### src/hdl/frda_pkg.sv
// shared constants, reset values and arctangent table for the frame relative
// direction angles unit; no dependencies
`timescale 1ns / 1ps
`default_nettype none
package frda_pkg;

  localparam int CORDIC_STAGES_DEFAULT   = 16;
  localparam int COMPONENT_WIDTH_DEFAULT = 16;

  localparam int AXIS_WIDTH  = 48;
  localparam int AXIS_COMP   = 16;
  localparam int INDEX_WIDTH = 2;
  localparam int ANGLE_WIDTH = 34;
  localparam int OUT_WIDTH   = 16;
  localparam int GUARD_BITS  = 8;
  localparam int GAIN_SHIFT  = 16;

  localparam logic [INDEX_WIDTH-1:0] REG_X_AXIS = 2'd0;
  localparam logic [INDEX_WIDTH-1:0] REG_Y_AXIS = 2'd1;
  localparam logic [INDEX_WIDTH-1:0] REG_Z_AXIS = 2'd2;

  localparam logic [AXIS_WIDTH-1:0] X_AXIS_RESET = 48'h0000_0000_4000;
  localparam logic [AXIS_WIDTH-1:0] Y_AXIS_RESET = 48'h0000_4000_0000;
  localparam logic [AXIS_WIDTH-1:0] Z_AXIS_RESET = 48'h4000_0000_0000;

  localparam logic [16:0] GAIN_INV = 17'd39797;

  localparam logic signed [ANGLE_WIDTH-1:0] QUARTER_TURN = 34'sd1073741824;
  localparam logic signed [ANGLE_WIDTH-1:0] ROUND_HALF   = 34'sd32768;
  localparam logic signed [ANGLE_WIDTH-1:0] PHI_MAX      = 34'sd32767;
  localparam logic signed [ANGLE_WIDTH-1:0] PHI_MIN      = -34'sd32768;
  localparam logic signed [ANGLE_WIDTH-1:0] THETA_MAX    = 34'sd32768;
  localparam logic [OUT_WIDTH-1:0]          PI_CODE      = 16'h8000;

  // arctangent of 2^-i, 2^31 per pi, rounded to nearest
  function automatic logic signed [ANGLE_WIDTH-1:0] atan_entry(input int i);
    logic signed [ANGLE_WIDTH-1:0] v;
    case (i)
      0:  v = 34'sd536870912;
      1:  v = 34'sd316933406;
      2:  v = 34'sd167458907;
      3:  v = 34'sd85004756;
      4:  v = 34'sd42667331;
      5:  v = 34'sd21354465;
      6:  v = 34'sd10679838;
      7:  v = 34'sd5340245;
      8:  v = 34'sd2670163;
      9:  v = 34'sd1335087;
      10: v = 34'sd667544;
      11: v = 34'sd333772;
      12: v = 34'sd166886;
      13: v = 34'sd83443;
      14: v = 34'sd41722;
      15: v = 34'sd20861;
      16: v = 34'sd10430;
      17: v = 34'sd5215;
      18: v = 34'sd2608;
      19: v = 34'sd1304;
      20: v = 34'sd652;
      21: v = 34'sd326;
      22: v = 34'sd163;
      23: v = 34'sd81;
      default: v = '0;
    endcase
    return v;
  endfunction

  // signed component k of a packed axis
  function automatic logic signed [AXIS_COMP-1:0] axis_comp(
    input logic [AXIS_WIDTH-1:0] axis, input int k);
    logic signed [AXIS_COMP-1:0] c;
    c = $signed(axis[k*AXIS_COMP +: AXIS_COMP]);
    return c;
  endfunction

endpackage
`default_nettype wire

### src/hdl/frda_cordic_stage.sv
// one registered cordic vectoring micro-rotation
// depends on frda_pkg for the arctangent table
`timescale 1ns / 1ps
`default_nettype none
module frda_cordic_stage #(
  parameter int W     = 46,
  parameter int ZW    = frda_pkg::ANGLE_WIDTH,
  parameter int SHIFT = 0
) (
  input  wire logic                 clk,
  input  wire logic signed [W-1:0]  x_in,
  input  wire logic signed [W-1:0]  y_in,
  input  wire logic signed [ZW-1:0] z_in,
  output logic signed [W-1:0]       x_out,
  output logic signed [W-1:0]       y_out,
  output logic signed [ZW-1:0]      z_out
);

  localparam logic signed [ZW-1:0] ATAN = ZW'(frda_pkg::atan_entry(SHIFT));

  logic signed [W-1:0] dx;
  logic signed [W-1:0] dy;

  assign dx = y_in >>> SHIFT;
  assign dy = x_in >>> SHIFT;

  always_ff @(posedge clk) begin
    if (!y_in[W-1]) begin
      x_out <= x_in + dx;
      y_out <= y_in - dy;
      z_out <= z_in + ATAN;
    end else begin
      x_out <= x_in - dx;
      y_out <= y_in + dy;
      z_out <= z_in - ATAN;
    end
  end

endmodule
`default_nettype wire

### config.mk
export PLATFORM = sky130hd
export DESIGN_NAME = frda_cordic_stage
export DESIGN_NICKNAME = d
export VERILOG_FILES = /design/src/hdl/frda_pkg.sv /design/src/hdl/frda_cordic_stage.sv
export SDC_FILE = /design/constraint.sdc
export NUM_CORES = 1
export LEC_CHECK = 0
export BUFFER_PORTS_ARGS = -buffer_cell sky130_fd_sc_hd__buf_2
export CAP_MARGIN = 5
export CORE_MARGIN = 5
export CORE_UTILIZATION = 56
export CTS_BUF_LIST = sky130_fd_sc_hd__clkbuf_2 sky130_fd_sc_hd__clkbuf_4 sky130_fd_sc_hd__clkbuf_8
export DETAILED_ROUTE_END_ITERATION = 10
export GPL_TIMING_DRIVEN = 0
export PLACE_DENSITY = 0.83
export SLEW_MARGIN = 20
export SYNTH_ARGS = -nofsm -noshare
export SYNTH_HDL_FRONTEND = slang
export SYNTH_SLANG_ARGS = --single-unit
### constraint.sdc
create_clock -name clk -period 6.25 [get_ports clk]
set_input_delay 1.25 -clock clk [delete_from_list [all_inputs] [get_ports clk]]
set_output_delay 1.25 -clock clk [all_outputs]
set_load 0.01 [all_outputs]
==> Word level (Yosys, flattened, before mapping) <==
Index checks and enable logic that the tools add are counted.
{ "op_classes": {"muxes": 3, "addsub": 5} }
{ "op_table": {"columns": ["cell", "n"], "rows": [
  ["46-bit 2-to-1 mux", 2],
  ["46-bit subtractor", 2],
  ["46-bit adder", 1],
  ["34-bit by 31-bit adder with 34-bit output (second input constant)", 1],
  ["34-bit 2-to-1 mux", 1],
  ["34-bit by 31-bit subtractor with 34-bit output (second input constant)", 1]
]} }
{ "totals": {"input_bits": 127, "wordCells": 11, "output_inout_bits": 126, "regBits": 126} }

==> Depth between registers and ports, before layout <==
{ "depth": {"ltp_word": 2, "ltp_mapped": 13} }

==> Worst setup path before layout <==
Ideal clock, no wire load.
{ "synth_timing": {"path_type": "input-to-reg", "from": "in x_in[24]", "to": "reg y_out[45]", "setup_time_ps": 132, "slack_ps": 2263, "stages": 12, "required_ps": 6118, "n_path_buf": 1, "arrival_time_ps": 3854, "path_cell_list": "inv_1 > ha_1 > buf_6 > or4_4 > or3_1 > or3_4 > a2111oi_4 > a41oi_2 > a21oi_2 > o31a_1 > o32ai_1 > xor2_1"} }
{ "synth_between": {"elab_chain_len": 2} }
{ "synth_rtl": {"columns": ["item", "line_no", "text"], "rows": [
  ["start: declaration", "frda_cordic_stage.sv:11", "input wire logic signed [W-1:0] x_in,"],
  ["46-bit subtractor / 46-bit adder (equally long branches)", "frda_cordic_stage.sv:30, frda_cordic_stage.sv:34", null],
  ["46-bit 2-to-1 mux (*)", "frda_cordic_stage.sv:28", "if (!y_in[W-1]) begin"],
  ["end signal: assignment", "frda_cordic_stage.sv:30", "y_out <= y_in - dy;"],
  ["end signal: assignment", "frda_cordic_stage.sv:34", "y_out <= y_in + dy;"],
  ["end: declaration", "frda_cordic_stage.sv:15", "output logic signed [W-1:0] y_out,"]
]} }
Every way passes the cells marked *; elsewhere a longest branch is shown, timed or not.

==> Final worst setup path <==
{ "layout_timing": {"from": "in x_in[7]", "to": "reg x_out[38]"} }
{ "layout_between": {"elab_chain_len": 2} }
{ "layout_rtl": {"columns": ["item", "line_no", "text"], "rows": [
  ["46-bit adder / 46-bit subtractor (equally long branches)", "frda_cordic_stage.sv:29, frda_cordic_stage.sv:33", null],
  ["46-bit 2-to-1 mux (*)", "frda_cordic_stage.sv:28", null],
  ["end signal: assignment", "frda_cordic_stage.sv:29", "x_out <= x_in + dx;"],
  ["end signal: assignment", "frda_cordic_stage.sv:33", "x_out <= x_in - dx;"],
  ["end: declaration", "frda_cordic_stage.sv:14", "output logic signed [W-1:0] x_out,"]
]} }
Marks and branches as above.

==> summary.md <==
| Metric | Value |
|---|---|
| # clock sinks | `about 130` |
| Initial Util | `56.5%` |
| Vias per std cell | `approximately 6.2` |
| CTS root buf | `clkbuf_8` |
| Width of the die | `about 150 um` |
| Min-delay src | `z_in[22]` |
| Cell Area, Placed | `12500 um2` |
| Largest net degree at the start of global routing | `17` |
| Most frequent cell after synthesis | `a21oi_1` |
| Post-route design area | `between 10000 and 15000 um2` |
| Number of synthesized flops with an enable pin | `0` |
| Hold Path Depth | `1` |
| I/O pins | `253` |
| Post-CTS Hold Buffers | `0` |
| F_max | `between 0.15 and 0.2 GHz` |
| Ys async rst share | `0%` |
| Synthesis-to-finish area growth | `18.4%` |
| Relative slew slack | `~23%` |
| Tightest Pin Transition | `~1.1 ns` |
| Main synth FF type | `dfxtp_1` |
| Total core area | `slightly below 20000 um2` |
| Syn avg cell area | `around 7.5 um2` |
| Initial antenna violation count | `2` |
| CP max FO | `9` |
| Yosys warnings | `0` |
| Syn Nets | `between 1500 and 2000` |
| Final WL | `43500 um` |
| Final hold vios | `0` |
| Nets | `1989` |
| Clock buffer depth | `2` |
| Synthesized area | `~11000 um2` |
| Setup Fix Bufs, Post-CTS | `0` |
| Peak VDD IR | `0.139 mV` |
| Vias in the first global route | `11843` |
| Final setup violation count | `0` |
| Initial DRC Count | `around 1600` |
| Detailed-placement wirelength estimate | `roughly 35000 um` |
| All-layer global routing usage | `between 30% and 40%` |
| Critical path type | `in -> reg` |
| Post-synth top area share | `a little under a quarter` |
| Setup Total Neg Slack | `0 ns` |
| Flops & latches, synth | `approximately 130` |
| Reg clk slew, reported paths | `~0.090 ns` |
| Die span in y | `150 um` |
| Post-CTS Resized | `0` |
| Hold EP | `z_out[22]` |
| Required time worst endpoint | `6.61 ns` |
| Synth area leaders | `dfxtp_1 (23%), ha_1 (16%), a21oi_1 (9.6%)` |
| Top post-synthesis cells by count | `a21oi_1 (210), inv_1 (148), ha_1 (138)` |
| Tmin final | `a little over 5 ns` |
| Hold Path Class | `in -> reg` |
| ANT nets after route | `0` |
| GPL Wtd Cong | `roughly 1.0` |
| Pre-antenna DRT Iters | `6` |
| CTS tree | `done` |
| Die area | `~22000 um2` |
| Sequential fraction of the synthesis area | `between 20% and 30%` |
| Startpoint Class | `primary input` |
| Slew Limit Fails | `0` |
| Post-synthesis cell type count | `roughly 70` |
| Cells after Synth | `between 1000 and 1500` |
| Grt total ovfl | `0` |
| Num rows | `between 50 and 60` |
| WL/cell | `roughly 22 um` |
| WHS | `between 0.8 and 0.9 ns` |
| H-Tree Level Count | `4` |
| Lkg Pwr | `slightly above 6 nW` |
| Fin util | `between 60% and 70%` |
| Layout cells sized above 1 | `between 10% and 20%` |
| Synth area leader | `dfxtp_1` |
| Inserted Clock Buffers | `17` |
| DRC viols | `0` |
| RSZ-0062 raised after global routing | `no` |
| Critical Path End Type | `register` |
| First-pass GRT wire length | `around 66000 um` |
| Max Cap Viol | `0` |
| Fin crit share | `82.5%` |
| Power per cell area | `between 200 and 250 nW/um2` |
| Worst path arrival time | `about 5.5 ns` |
| Status | `finished, final reports clean` |
| Detailed-route via count | `roughly 12000` |
| Buffers on Ports | `252` |
-- worst max-delay path by stage --
stage               startpoint        end  slack [ns]
CTS                    x_in[7]  x_out[38]        1.29
floorplan             x_in[24]  y_out[45]        2.26
detailed placement     x_in[7]  x_out[38]        0.83
global route           x_in[7]  x_out[38]        0.91
global placement       x_in[7]  x_out[38]        0.80
finish                 x_in[7]  x_out[38]        1.10
-- worst max-delay path, cell delays in order --
cell and delay (ns):
buf_2 0.11, inv_1 0.04, ha_1 0.27, clkbuf_1 0.22, nand4_1 0.38, a2111oi_1 0.19, a211oi_1 0.62, o21ai_1 0.27
a2111oi_0 1.05, nor2_1 0.31, a2111oi_0 0.51, a21oi_1 0.11, xnor2_1 0.17
-- flip-flops by register name, indices dropped and copies added (netlist names) --
name and cells:
x_out 46, y_out 45, z_out 34
-- final cells by class --
| type | count | area, um2 |
|---|---|---|
| multi-input cells | 1107 | 7590 |
| diodes | 2 | 5.00 |
| well taps | 265 | 332 |
| inverters | 152 | 571 |
| plain buffers | 65 | 259 |
| repair buffers | 252 | 1260 |
| flip-flops and latches | 125 | 2500 |
| fillers | 1709 | 6400 |
| clock inverters | 15 | 178 |
| clock buffers | 17 | 234 |
-- metal layers --
metal | vias up | share of wire [%] | track usage (%) | wire length, um
li1 | 5636 | - | - | -
met1 | 5753 | 41 | 51.7 | 17700
met2 | 938 | 42 | 57.8 | 18500
met3 | 166 | 13 | 9.36 | 5510
met4 | 0 | 4.2 | 14.7 | 1830
met5 | - | 0 | 0 | 0
-- cells in the final DEF (no fill, tap or decap), drive strengths merged, types with 5 or more instances in the layout --
cell type and n:
a2111oi 9, a211oi 11, a21o 28, a21oi 211
a221oi 8, a22oi 5, a31oi 19, and2 8
and3 6, buf 275, clkbuf 59, dfxtp 125
ha 138, inv 158, mux2i 13, nand2 79
nand2b 14, nand3 31, nand4 21, nor2 106
nor2b 19, nor3 21, nor3b 5, nor4 15
o211ai 14, o21ai 97, o21bai 41, o2bb2ai 5
o31ai 19, or2 8, or3 9, xnor2 87
xor2 5
-- metrics by stage --
stage / instances / total power, mW / worst slack [ns]
finish: 2000 / 3.05 / 1.10
global placement: 1966 / 2.21 / 0.797
CTS: 1998 / 3.02 / 1.29
detailed placement: 1966 / 2.23 / 0.827
global route: 2000 / 3.19 / 0.911
floorplan: 1449 / 1.76 / 2.26
-- report_power, final --
group / internal, mW / switching, mW
clock network: 0.370 / 0.424
registers: 0.954 / 0.0393
logic: 0.459 / 0.801
-- cells by family after synthesis --
group                      after synthesis  share of synthesized area (%)
muxes                                   13                           1.19
AOI/OAI and AO/OA                      513                           29.1
DFF                                    125                           22.9
xor gates and xnor gates                92                           7.38
buffers and inverters                  217                           7.59
and+or+nand+nor                        347                           15.3
adders and majority gates              142                           16.5
Note: power is estimated with default switching activity, not from simulation.
